<file path="src/hw/rtl/dms_coordinate_parser_defines.svh">
// Assertion macros shared by the coordinate parser RTL.
// Depends on nothing; expects signals named clk and rst_n at the point of use.
`ifndef DMS_COORDINATE_PARSER_DEFINES_SVH
`define DMS_COORDINATE_PARSER_DEFINES_SVH

// Same-cycle implication, checked out of reset.
`define DMSC_ASSERT_NOW(label, ante, cons, msg) \
    label: assert property (@(posedge clk) disable iff (!rst_n) (ante) |-> (cons)) \
        else $error(msg);

// Next-cycle implication, checked out of reset.
`define DMSC_ASSERT_NEXT(label, ante, cons, msg) \
    label: assert property (@(posedge clk) disable iff (!rst_n) (ante) |=> (cons)) \
        else $error(msg);

`endif

</file>
<file path="src/hw/rtl/dmsc_pkg.sv">
// Shared types, constants and helpers of the coordinate parser.
// No dependencies.
package dmsc_pkg;

    // Default width of one collected number
    localparam int NUMBER_BITS_DEF = 16;

    // Fixed field widths
    localparam int CHAR_BITS   = 8;
    localparam int ARC_BITS    = 29;
    localparam int HEMI_BITS   = 3;
    localparam int COUNT_BITS  = 2;
    localparam int DIGIT_BITS  = 4;
    localparam int WEIGHT_BITS = 12;

    // Number count after degrees, minutes and seconds
    localparam logic [COUNT_BITS-1:0] COUNT_FULL = 2'd3;

    // Ninety degrees in arcseconds
    localparam logic [ARC_BITS-1:0] QUARTER_ARCSEC = 29'd324000;

    // Byte codes
    localparam logic [CHAR_BITS-1:0] CHAR_0 = 8'h30;
    localparam logic [CHAR_BITS-1:0] CHAR_9 = 8'h39;
    localparam logic [CHAR_BITS-1:0] CHAR_N = 8'h4E;
    localparam logic [CHAR_BITS-1:0] CHAR_S = 8'h53;
    localparam logic [CHAR_BITS-1:0] CHAR_E = 8'h45;
    localparam logic [CHAR_BITS-1:0] CHAR_W = 8'h57;

    // Hemisphere codes
    typedef enum logic [HEMI_BITS-1:0] {
        HEMI_NONE = 3'd0,
        HEMI_N    = 3'd1,
        HEMI_S    = 3'd2,
        HEMI_E    = 3'd3,
        HEMI_W    = 3'd4
    } hemi_t;

    // Control handed from the byte stage to the parser
    typedef struct packed {
        logic step;
        logic last;
        logic lon;
    } step_ctrl_t;

    // Weight of the number at a given position: degrees, minutes, seconds
    function automatic logic [WEIGHT_BITS-1:0] weight_of(input logic [COUNT_BITS-1:0] idx);
        logic [WEIGHT_BITS-1:0] w;
        case (idx)
            2'd0:    w = 12'd3600;
            2'd1:    w = 12'd60;
            2'd2:    w = 12'd1;
            default: w = 12'd0;
        endcase
        return w;
    endfunction

    // Map a byte to its hemisphere code
    function automatic hemi_t classify_letter(input logic [CHAR_BITS-1:0] c);
        hemi_t h;
        case (c)
            CHAR_N:  h = HEMI_N;
            CHAR_S:  h = HEMI_S;
            CHAR_E:  h = HEMI_E;
            CHAR_W:  h = HEMI_W;
            default: h = HEMI_NONE;
        endcase
        return h;
    endfunction

endpackage

</file>
<file path="src/hw/rtl/dmsc_parse.sv">
// Parse state and per-byte update of the coordinate parser.
// Depends on dmsc_pkg.
module dmsc_parse #(
    parameter int NUMBER_BITS = dmsc_pkg::NUMBER_BITS_DEF
) (
    input  logic                                 clk,
    input  logic                                 rst_n,
    input  dmsc_pkg::step_ctrl_t                 ctrl,
    input  logic [dmsc_pkg::CHAR_BITS-1:0]       char_code,
    output logic signed [dmsc_pkg::ARC_BITS-1:0] arcseconds,
    output dmsc_pkg::hemi_t                      hemisphere,
    output logic [dmsc_pkg::COUNT_BITS-1:0]      numbers_found
);
    import dmsc_pkg::*;

    localparam int WIDE_BITS  = NUMBER_BITS + DIGIT_BITS;
    localparam int TOTAL_BITS = NUMBER_BITS + WEIGHT_BITS;
    localparam int EXT_BITS   = (TOTAL_BITS > ARC_BITS) ? TOTAL_BITS : ARC_BITS;
    localparam logic [NUMBER_BITS-1:0] NUMBER_MAX = '1;

    // Parse state
    logic [COUNT_BITS-1:0]  count_reg,  count_next;
    logic                   seen_reg,   seen_next;
    logic [NUMBER_BITS-1:0] num_reg,    num_next;
    logic [TOTAL_BITS-1:0]  total_reg,  total_next;
    logic                   expect_reg, expect_next;
    hemi_t                  letter_reg, letter_next;

    logic                   is_digit;
    logic                   counting;
    logic                   finish;
    logic [CHAR_BITS-1:0]   digit_diff;
    logic [WIDE_BITS-1:0]   num_wide;
    logic [NUMBER_BITS-1:0] num_sat;
    logic [NUMBER_BITS-1:0] fin_num;
    logic [TOTAL_BITS-1:0]  product;
    logic [TOTAL_BITS-1:0]  total_sum;
    logic [COUNT_BITS-1:0]  count_inc;
    logic [EXT_BITS-1:0]    total_ext;
    logic [ARC_BITS-1:0]    total_arc;
    hemi_t                  letter_now;

    // Classify the byte and extend the number in progress
    always_comb
    begin
        is_digit   = char_code inside {[CHAR_0:CHAR_9]};
        counting   = (count_reg != COUNT_FULL);
        digit_diff = char_code - CHAR_0;
        num_wide   = ({{DIGIT_BITS{1'b0}}, num_reg} << 3)
                   + ({{DIGIT_BITS{1'b0}}, num_reg} << 1)
                   + WIDE_BITS'(digit_diff[DIGIT_BITS-1:0]);
        num_sat    = (num_wide > {{DIGIT_BITS{1'b0}}, NUMBER_MAX})
                   ? NUMBER_MAX : num_wide[NUMBER_BITS-1:0];
    end

    // Weight and add a number ended by a non-digit or by the end of the token
    always_comb
    begin
        finish    = counting && ((!is_digit && seen_reg) || (is_digit && ctrl.last));
        fin_num   = is_digit ? num_sat : num_reg;
        product   = TOTAL_BITS'(fin_num) * TOTAL_BITS'(weight_of(count_reg));
        total_sum = total_reg + product;
        count_inc = count_reg + 2'd1;
    end

    // Next state for one byte
    always_comb
    begin
        count_next  = count_reg;
        seen_next   = seen_reg;
        num_next    = num_reg;
        total_next  = total_reg;
        expect_next = expect_reg;
        letter_next = letter_reg;
        letter_now  = letter_reg;
        if (counting)
        begin
            if (is_digit)
            begin
                seen_next = 1'b1;
                num_next  = num_sat;
            end
            else if (seen_reg)
            begin
                seen_next   = 1'b0;
                num_next    = '0;
                count_next  = count_inc;
                total_next  = total_sum;
                expect_next = (count_inc == COUNT_FULL);
            end
        end
        else if (expect_reg)
        begin
            letter_now  = classify_letter(char_code);
            letter_next = letter_now;
            expect_next = 1'b0;
        end
        // Drop all state at the end of the token
        if (ctrl.last)
        begin
            count_next  = '0;
            seen_next   = 1'b0;
            num_next    = '0;
            total_next  = '0;
            expect_next = 1'b0;
            letter_next = HEMI_NONE;
        end
    end

    // Final value for a last byte
    always_comb
    begin
        total_ext     = EXT_BITS'(finish ? total_sum : total_reg);
        total_arc     = total_ext[ARC_BITS-1:0];
        hemisphere    = letter_now;
        numbers_found = finish ? count_inc : count_reg;
        arcseconds    = signed'(total_arc);
        if (!ctrl.lon)
        begin
            if (letter_now == HEMI_N)
            begin
                arcseconds = signed'(QUARTER_ARCSEC - total_arc);
            end
            else if (letter_now == HEMI_S)
            begin
                arcseconds = signed'(QUARTER_ARCSEC + total_arc);
            end
        end
        else if (letter_now == HEMI_W)
        begin
            arcseconds = signed'(ARC_BITS'(0) - total_arc);
        end
    end

    // Advance state on each processed byte
    always_ff @(posedge clk or negedge rst_n)
    begin
        if (!rst_n)
        begin
            count_reg  <= '0;
            seen_reg   <= 1'b0;
            num_reg    <= '0;
            total_reg  <= '0;
            expect_reg <= 1'b0;
            letter_reg <= HEMI_NONE;
        end
        else if (ctrl.step)
        begin
            count_reg  <= count_next;
            seen_reg   <= seen_next;
            num_reg    <= num_next;
            total_reg  <= total_next;
            expect_reg <= expect_next;
            letter_reg <= letter_next;
        end
    end

endmodule

</file>
<file path="src/hw/rtl/dms_coordinate_parser.sv">
// Top level of the degrees-minutes-seconds coordinate parser.
// Depends on dmsc_pkg, dmsc_parse and dms_coordinate_parser_defines.svh.
//
//  channel | handshake                   | payload
//  --------+-----------------------------+---------------------------------------------
//  byte    | byte_valid / byte_stall     | char_code, is_longitude, last_char
//  result  | result_valid / result_stall | arcseconds, hemisphere, numbers_found
//
// One byte per cycle unless a last byte waits on a stalled result; a byte is captured in the
// input register on transfer and processed from there when it advances, and the result of a
// last byte is valid from the edge at which that byte is processed.
// Reset clears the parse state and both valid registers; no clearing pass.
// A stalled result holds the input register only when it holds a last byte;
// other bytes keep flowing.
`include "dms_coordinate_parser_defines.svh"

module dms_coordinate_parser #(
    parameter int NUMBER_BITS = dmsc_pkg::NUMBER_BITS_DEF
) (
    input  logic                                 clk,
    input  logic                                 rst_n,
    input  logic                                 byte_valid,
    output logic                                 byte_stall,
    input  logic [dmsc_pkg::CHAR_BITS-1:0]       char_code,
    input  logic                                 is_longitude,
    input  logic                                 last_char,
    output logic                                 result_valid,
    input  logic                                 result_stall,
    output logic signed [dmsc_pkg::ARC_BITS-1:0] arcseconds,
    output logic [dmsc_pkg::HEMI_BITS-1:0]       hemisphere,
    output logic [dmsc_pkg::COUNT_BITS-1:0]      numbers_found
);
    import dmsc_pkg::*;

    // Input register
    logic                 byte_vld_reg, byte_vld_next;
    logic [CHAR_BITS-1:0] char_reg;
    logic                 lon_reg;
    logic                 last_reg;

    // Result register
    logic                        res_vld_reg, res_vld_next;
    logic signed [ARC_BITS-1:0]  arc_reg;
    hemi_t                       hemi_reg;
    logic [COUNT_BITS-1:0]       found_reg;

    logic                        byte_take;
    logic                        res_free;
    logic                        adv;
    step_ctrl_t                  ctrl;
    logic signed [ARC_BITS-1:0]  arc_now;
    hemi_t                       hemi_now;
    logic [COUNT_BITS-1:0]       found_now;

    // Handshake: a non-last byte always advances, a last byte needs room
    always_comb
    begin
        res_free      = !res_vld_reg || !result_stall;
        adv           = byte_vld_reg && (!last_reg || res_free);
        byte_stall    = byte_vld_reg && !adv;
        byte_take     = byte_valid && !byte_stall;
        byte_vld_next = byte_take ? 1'b1 : (adv ? 1'b0 : byte_vld_reg);
        res_vld_next  = (adv && last_reg) ? 1'b1
                      : ((res_vld_reg && !result_stall) ? 1'b0 : res_vld_reg);
        ctrl.step     = adv;
        ctrl.last     = last_reg;
        ctrl.lon      = lon_reg;
    end

    dmsc_parse #(
        .NUMBER_BITS (NUMBER_BITS)
    ) u_parse (
        .clk           (clk),
        .rst_n         (rst_n),
        .ctrl          (ctrl),
        .char_code     (char_reg),
        .arcseconds    (arc_now),
        .hemisphere    (hemi_now),
        .numbers_found (found_now)
    );

    // Valid registers
    always_ff @(posedge clk or negedge rst_n)
    begin
        if (!rst_n)
        begin
            byte_vld_reg <= 1'b0;
            res_vld_reg  <= 1'b0;
        end
        else
        begin
            byte_vld_reg <= byte_vld_next;
            res_vld_reg  <= res_vld_next;
        end
    end

    // Capture an accepted byte
    always_ff @(posedge clk)
    begin
        if (byte_take)
        begin
            char_reg <= char_code;
            lon_reg  <= is_longitude;
            last_reg <= last_char;
        end
    end

    // Capture the result of a last byte
    always_ff @(posedge clk)
    begin
        if (adv && last_reg)
        begin
            arc_reg   <= arc_now;
            hemi_reg  <= hemi_now;
            found_reg <= found_now;
        end
    end

    assign result_valid  = res_vld_reg;
    assign arcseconds    = arc_reg;
    assign hemisphere    = hemi_reg;
    assign numbers_found = found_reg;

    // Checks
    `DMSC_ASSERT_NEXT(a_last_gives_result, adv && last_reg, res_vld_reg,
        "last byte processed without a result")
    `DMSC_ASSERT_NEXT(a_byte_held, byte_vld_reg && !adv, byte_vld_reg,
        "held byte lost from the input register")
    `DMSC_ASSERT_NOW(a_letter_after_three, res_vld_reg && (found_reg != COUNT_FULL),
        hemi_reg == HEMI_NONE, "hemisphere reported before three numbers")
    `DMSC_ASSERT_NOW(a_no_overwrite, res_vld_reg && result_stall, !(adv && last_reg),
        "stalled result overwritten")

endmodule
</file>
<file path="config.mk">
export PLATFORM = sky130hd
export DESIGN_NAME = dms_coordinate_parser
export DESIGN_NICKNAME = d
export VERILOG_FILES = /design/src/hw/rtl/dmsc_pkg.sv /design/src/hw/rtl/dmsc_parse.sv /design/src/hw/rtl/dms_coordinate_parser.sv
export VERILOG_INCLUDE_DIRS = /design/src /design/src/hw/rtl
export SDC_FILE = /design/constraint.sdc
export NUM_CORES = 1
export LEC_CHECK = 0
export BUFFER_PORTS_ARGS = -buffer_cell sky130_fd_sc_hd__buf_2
export CAP_MARGIN = 25
export CORE_MARGIN = 10
export CORE_UTILIZATION = 55
export CTS_CLUSTER_SIZE = 10
export DETAILED_ROUTE_END_ITERATION = 12
export GPL_TIMING_DRIVEN = 0
export PLACE_DENSITY = 0.82
export SETUP_SLACK_MARGIN = 0.2
export SLEW_MARGIN = 20
export SYNTH_ARGS = -nofsm -noshare
export SYNTH_HDL_FRONTEND = slang
export SYNTH_SLANG_ARGS = --single-unit
</file>
<file path="constraint.sdc">
create_clock -name clk -period 13.45 [get_ports clk]
set_input_delay 1.345 -clock clk [delete_from_list [all_inputs] [get_ports clk]]
set_output_delay 1.345 -clock clk [all_outputs]
set_load 0.005 [all_outputs]
</file>
* Yosys cells after proc, flatten, opt, wreduce, memory -nomap -nowiden
Index checks and enable logic that the tools add are counted.
** Storage, ports and cells
- Memories :: 0
- Memory bits (read-only) :: 0
- Bits in writable memories :: 0
- Latch bits :: 0
- Input port bits :: 14
- Word-level logic and storage cells :: 104
- Flip-flop bits (word level) :: 97
- Output and inout bits :: 36
** Cells by class
- Reductions and logical operators :: 28
- Muxes and demuxes :: 36
- Bitwise logic cells :: 0
- Magnitude comparators :: 3
- Divide/modulo/power cells :: 0
- Equality and inequality tests :: 14
- Multipliers :: 1
- Shift-type cells :: 0
- Add/subtract/negate cells :: 8
** Operators with widths (count)
- two-way mux 28 bit :: 5
- two-way mux 29 bit :: 4
- two-way mux 16 bit :: 6
- one-hot mux 12 bit (3 select lines) :: 1
- == test 8 x 7 -> 1 bit (second input constant) :: 4
- adder 19 x 29 -> 29 bit (first input constant) :: 1
- subtractor 1 x 29 -> 29 bit (first input constant) :: 1
- subtractor 19 x 29 -> 29 bit (first input constant) :: 1
- adder 28 bit :: 1
- multiplier 16 x 12 -> 28 bit :: 1
- adder 19 x 17 -> 20 bit :: 1
- adder 20 x 4 -> 20 bit :: 1
- greater-than comparator 20 x 16 -> 1 bit (second input constant) :: 1
- one-hot mux 3 bit (4 select lines) :: 1
- two-way mux 1 bit :: 11
- two-way mux 2 bit :: 5
- logical AND 1 bit :: 9
- two-way mux 3 bit :: 3
- greater-or-equal comparator 8 x 6 -> 1 bit (second input constant) :: 1
- <= comparator 8 x 6 -> 1 bit (second input constant) :: 1
- nonzero test 2 bit :: 4
- zero test 1 bit :: 6
- AND reduction 3 bit :: 2
- == test 2 bit (second input constant) :: 2
- other kinds (14) :: 17

* Longest topological paths before layout
- Depth in word-level cells :: 12
- Gate-level depth with buffers :: 39
- Mapped depth without buffers :: 36

* Modules after synthesis
Synthesis repeated with hierarchy kept, for this count alone.
** Unflattened totals
- Cells, all modules :: 1497
- Area, all modules :: 13092.6 um^2
** Modules (own cells, without submodules)
- dmsc_parse :: seq. area each 1276.2 um^2, cells each 1441, instances 1, area an instance 11666.2 um^2
- dms_coordinate_parser :: seq. area each 1371.3 um^2, cells each 56, instances 1, area an instance 1426.4 um^2

* Least setup slack after synthesis
Ideal clock, no wire load.
- Path kind :: register to register
- From :: reg u_parse.num_reg[2]
- To :: reg arc_reg[27], in the netlist arcseconds[27], data pin
- Data arrival time :: 9308 ps
- Clock period less this slack :: 9574 ps
- Slack :: 3876 ps
- Buffers on the path :: 3
- Library setup time :: 266 ps
- Data required time :: 13184 ps
- Cell stages (with the launch flop) :: 36
- Cell sequence :: dfrtp_1 -> clkbuf_1 -> inv_1 -> fa_1 -> inv_1 -> fa_1 -> a21o_1 -> a21o_1 -> a211oi_1 -> o21bai_1 -> a21oi_1 -> o2111ai_1 -> a21oi_2 -> o41a_2 -> buf_2 -> a211oi_1 -> nor3_1 -> fa_1 -> ha_1 -> fa_1 -> fa_1 -> inv_1 -> fa_1 -> inv_1 -> ha_1 -> buf_4 -> a21oi_2 -> o21ai_1 -> or3_1 -> nor3_1 -> o41ai_2 -> or3_4 -> or4_4 -> o31ai_2 -> a32oi_1 -> xor2_1
** Between the ends
- Longest elaborated chain between the ends :: 12
- Elaborated cells on any way between the ends :: 15
- Those cells by class :: add/sub: 6; mul: 1; order compare: 1; mux: 7
** RTL lines
- from (decl) :: RTL line dmsc_parse.sv:24 : logic [NUMBER_BITS-1:0] num_reg, num_next;
- from (signal assigned) :: RTL line dmsc_parse.sv:151 : num_reg <= num_next;
- adder 19 x 17 -> 20 bit :: RTL line dmsc_parse.sv:50 : + ({{DIGIT_BITS{1'b0}}, num_reg} << 1)
- adder 20 x 4 -> 20 bit :: RTL line dmsc_parse.sv:51 : + WIDE_BITS'(digit_diff[DIGIT_BITS-1:0]);
- greater-than comparator 20 x 16 -> 1 bit :: RTL line dmsc_parse.sv:52 : num_sat = (num_wide > {{DIGIT_BITS{1'b0}}, NUMBER_MAX})
- two-way mux 16 bit :: RTL line dmsc_parse.sv:53 : ? NUMBER_MAX : num_wide[NUMBER_BITS-1:0];
- two-way mux 16 bit (*) :: RTL line dmsc_parse.sv:60 : fin_num = is_digit ? num_sat : num_reg;
- multiplier 16 x 12 -> 28 bit (*) :: RTL line dmsc_parse.sv:61 : product = TOTAL_BITS'(fin_num) * TOTAL_BITS'(weight_of(count_reg));
- adder 28 bit (*) :: RTL line dmsc_parse.sv:62 : total_sum = total_reg + product;
- two-way mux 28 bit (*) :: RTL line dmsc_parse.sv:113 : total_ext = EXT_BITS'(finish ? total_sum : total_reg);
- adder 19 x 29 -> 29 bit :: RTL line dmsc_parse.sv:126 : arcseconds = signed'(QUARTER_ARCSEC + total_arc);
- two-way mux 29 bit :: RTL line dmsc_parse.sv:124 : else if (letter_now == HEMI_S)
- two-way mux 29 bit :: RTL line dmsc_parse.sv:120 : if (letter_now == HEMI_N)
- two-way mux 29 bit (*) :: RTL line dmsc_parse.sv:118 : if (!ctrl.lon)
- via arc_now[27] :: RTL line dms_coordinate_parser.sv:51 : logic signed [ARC_BITS-1:0] arc_now;
- to (signal assigned) :: RTL line dms_coordinate_parser.sv:113 : arc_reg <= arc_now;
- to (decl) :: RTL line dms_coordinate_parser.sv:43 : logic signed [ARC_BITS-1:0] arc_reg;
The timed path passes the listed nets; every way through them passes the cells marked *.
A chain may end at the register's enable or synchronous reset.

* Final worst setup path
- From :: reg u_parse.num_reg[2]
- To :: reg arc_reg[25], in the netlist arcseconds[25], data pin
The elaborated chain is that of the path after synthesis.

==> out/metrics.yaml <==
clocking:
  cts.root.buffer_cell: "clkbuf_16"
  cts_setup_buffers: 0
  post_cts_resized: 0
  worstSkewPairLatency_ns: 0.36
  cts-hold-fix-buffers: 0
  cts.reportedPaths.clkPinSlew_ns: 0.08
  cts_buffers: 9
  cts.path.max_buffers: 2
  cts_num_sinks: 97
  cts_tree: "built"
  ctsHtreeMaxLevel: 3
final_layout:
  multi_input_comb_area_um2: 9780
  fraction_of_final_layout_cells_sized_beyond_drive_strength_1_pct: 9.85
  sequential_cell_area_um2: 2650
  layout.nets: 1894
  syn_to_final_growth_pct: 7.22
  finish.instance_area_um2: 14600
  layout_fillers: 2119
  number_of_standard_cells_in_the_final_layout_excluding_fillers: 1958
  num_antenna_cells: 0
  flip_flop_count_of_the_largest_register_all_copies_and_words_added: 29
floorplanning:
  chipHeight_um: 178
  fp-row-count: 57
  chipWidth_um: 178
  placeableCoreArea_um2: 24400
  num_io_pins: 50
  die-area_um2: 31500
  initial_core_util_pct: 56.0
power_and_ir_drop:
  vdd.ir_drop.worst_v: 0.0000575
  p_leak_uw: 0.00698
  power-per-cell-area_nw_per_um2: 70.8
  total_power_uw: 1040
logic_synthesis:
  synth-async-reset-ratio_pct: 54.6
  synth_area_um2: 13600
  post_synthesis_average_cell_area_um2: 8.70
  synthCells: 1568
  synth_xor_xnor_area_share_pct: 4.04
  synth_enable_flop_cells: 44
  synthSimpleGateAreaFrac_pct: 18.2
  syn_nets: 1833
  synth-seq-cells: 97
  synth_cell_types: 105
  yosys_most_used_dff: "dfrtp_1"
  synth-compound-area-share_pct: 20.3
  synth_seq_area_share_pct: 19.4
  synth_adder_area_share_pct: 28.6
  synth.area.mux_share_pct: 0.440
  main_combinational_cell_family_by_area_after_synthesis: "adder cells"
  synth-warning-count: 0
timing:
  clock.fmax_mhz: 91.1
  finalWorstPathRequiredPeriod_ns: 10.97
  timing.max_slew.rel_slack_pct: 29.8
  timing.final.setup_violations: 0
  timing.clock.skew_ns: 0.00995
  grt_setup_unrepaired: "no"
  period_share_pct: 81.6
  hold_violations: 0
  worst_hold_slack_ns: 0.494
  report.final.slew_viol_count: 0
  setup_total_negative_slack_ns: 0
  worst_slew_pin_slew_ns: 1.04
detailed_routing:
  post_drt_via_cell_ratio: 6.26
  drt_iter0_markers: 1347
  wl_met3_um: 3550
  highest_layer: "met4"
  route.met2.wl_um: 18300
  wirelength_um: 39100
  drc_errors: 0
  vias: 12266
  average_wire_length_per_cell_after_detail_routing_um: 20.0
  m1_wire_length_um: 16200
  route.antenna.remaining_nets: 0
  detailedRoute.firstPassIterationCount: 6
grt:
  antenna_found_initial: 0
  grt_start_max_net_pins: 54
  global_route.usage.total_pct: 25.1
  grt-ovfl-total: 0
  via_count_of_the_first_global_routing_pass: 12237
  grt_first_pass_wirelength_um: 64100
setup_path:
  critical-path-slowest-cell: "nor3b_1"
  setup.worst_path.end_class: "register"
  crit_fanout: 10
  cpPeakStageDelay_ns: 0.69
  worstSetupPathType: "reg2reg"
  nature_of_the_critical_path_startpoint: "register"
  worst_ep_required_time_ns: 13.56
  crit_arrival_ns: 11.08
status:
  outcome: "complete, no violations"
placement:
  post_dp_cell_area_um2: 14300
  dp_hpwl_um: 32100
  port-buffer-count: 49
  post-place-cells: 1942
  gpl.final_weighted_congestion: 1.04
worst_hold_path:
  min-delay-path-class: "reg2reg"
flow_run:
  cap_violations: 0
[power breakdown]
| part | internal [uW] | switching, uW | leakage [uW] |
|---|---|---|---|
| sequential | 334 | 16.5 | 0.00116 |
| clock | 140 | 135 | 0.000148 |
| combinational | 142 | 268 | 0.00567 |
| total | 617 | 419 | 0.00698 |
[cell usage in the layout (no fill, tap or decap), drive strengths merged, types with 7 or more instances in the layout]
cell type | synthesis | routed
a22oi | 10 | 10
a31oi | 15 | 15
xnor2 | 42 | 42
a211o | 10 | 10
nand2b | 17 | 17
nor3 | 54 | 54
clkbuf | 34 | 44
fa | 101 | 101
and3 | 13 | 13
nor3b | 27 | 27
o211ai | 13 | 13
nand4 | 21 | 21
buf | 30 | 80
inv | 243 | 246
nor2b | 15 | 15
ha | 150 | 150
a2111oi | 12 | 12
edfxtp | 44 | 44
o21ai | 82 | 82
o31ai | 26 | 26
dfrtp | 53 | 53
or3 | 25 | 25
a21oi | 78 | 78
o22ai | 12 | 12
nor2 | 82 | 82
xor2 | 21 | 21
a21o | 20 | 20
nand2 | 140 | 140
and2 | 19 | 19
o21bai | 7 | 7
nand3 | 28 | 28
a211oi | 21 | 21
[area by class of cell]
class / count / area share [%]
Buffer: 64 / 2.17
Clock buffer: 10 / 1.71
Clock inverter: 6 / 0.376
Inverter: 243 / 6.23
Multi-Input combinational cell: 1164 / 66.8
Sequential cell: 97 / 18.1
Tap cell: 324 / 2.77
Timing Repair Buffer: 50 / 1.83
[metrics by stage]
| stage | setup WS (ns) | utilization, % |
|---|---|---|
| detailed placement | 2.65 | 58.7 |
| global route | 1.87 | 60.0 |
| floorplan | 3.88 | - |
| global placement | 2.75 | 58.6 |
| CTS | 2.61 | 60.0 |
| finish | 2.48 | 60.0 |
[critical path: cells and delay by family (launching register included)]
family	cells	cell delay (ns)
xor gates and xnor gates	1	0.11
DFF	1	0.36
AOI/OAI and AO/OA	18	4.93
adders and majority gates	8	3.46
and+or+nand+nor	1	0.69
buffers and inverters	9	1.16
[synthesized netlist by cell type (24+ instances only)]
library cell	count	area, um2
nor3b_1	26	195
o21ai_0	66	330
edfxtp_1	44	1320
or3_1	24	150
nor2_1	80	300
a21oi_1	68	340
dfrtp_1	53	1330
nand2_1	139	522
xnor2_1	42	368
clkbuf_1	34	128
inv_1	242	908
nand3_1	27	135
ha_1	150	1880
nor3_1	53	265
fa_1	101	2020
[cells by family after synthesis]
group                      Yosys count
AOI/OAI and AO/OA                  373
adders and majority gates          251
and+or+nand+nor                    471
muxes                                6
xor gates and xnor gates            63
buffers and inverters              307
DFF                                 97
[final timing paths]
kind,start,end,slack [ns],cells past startpoint
min in group asynchronous,rst_n,u_parse.num_reg[4]$_DFFE_PN0P_,1.05,1
worst max register to register,u_parse.num_reg[2]$_DFFE_PN0P_,arcseconds[25]$_DFFE_PP_,2.48,37
worst min register to register,u_parse.total_reg[18]$_DFFE_PN0P_,u_parse.total_reg[18]$_DFFE_PN0P_,0.49,2
max in group asynchronous,rst_n,u_parse.total_reg[15]$_DFFE_PN0P_,11.85,1
worst max-delay path,u_parse.num_reg[2]$_DFFE_PN0P_,arcseconds[25]$_DFFE_PP_,2.48,37
worst min-delay path,u_parse.total_reg[18]$_DFFE_PN0P_,u_parse.total_reg[18]$_DFFE_PN0P_,0.49,2
[per-layer routing]
metal,up-vias,global-route usage (%)
li1,5621,-
met1,5975,33.0
met2,591,41.1
met3,79,4.31
met4,0,8.51
met5,-,0
Power figures use the tool's default switching activity.
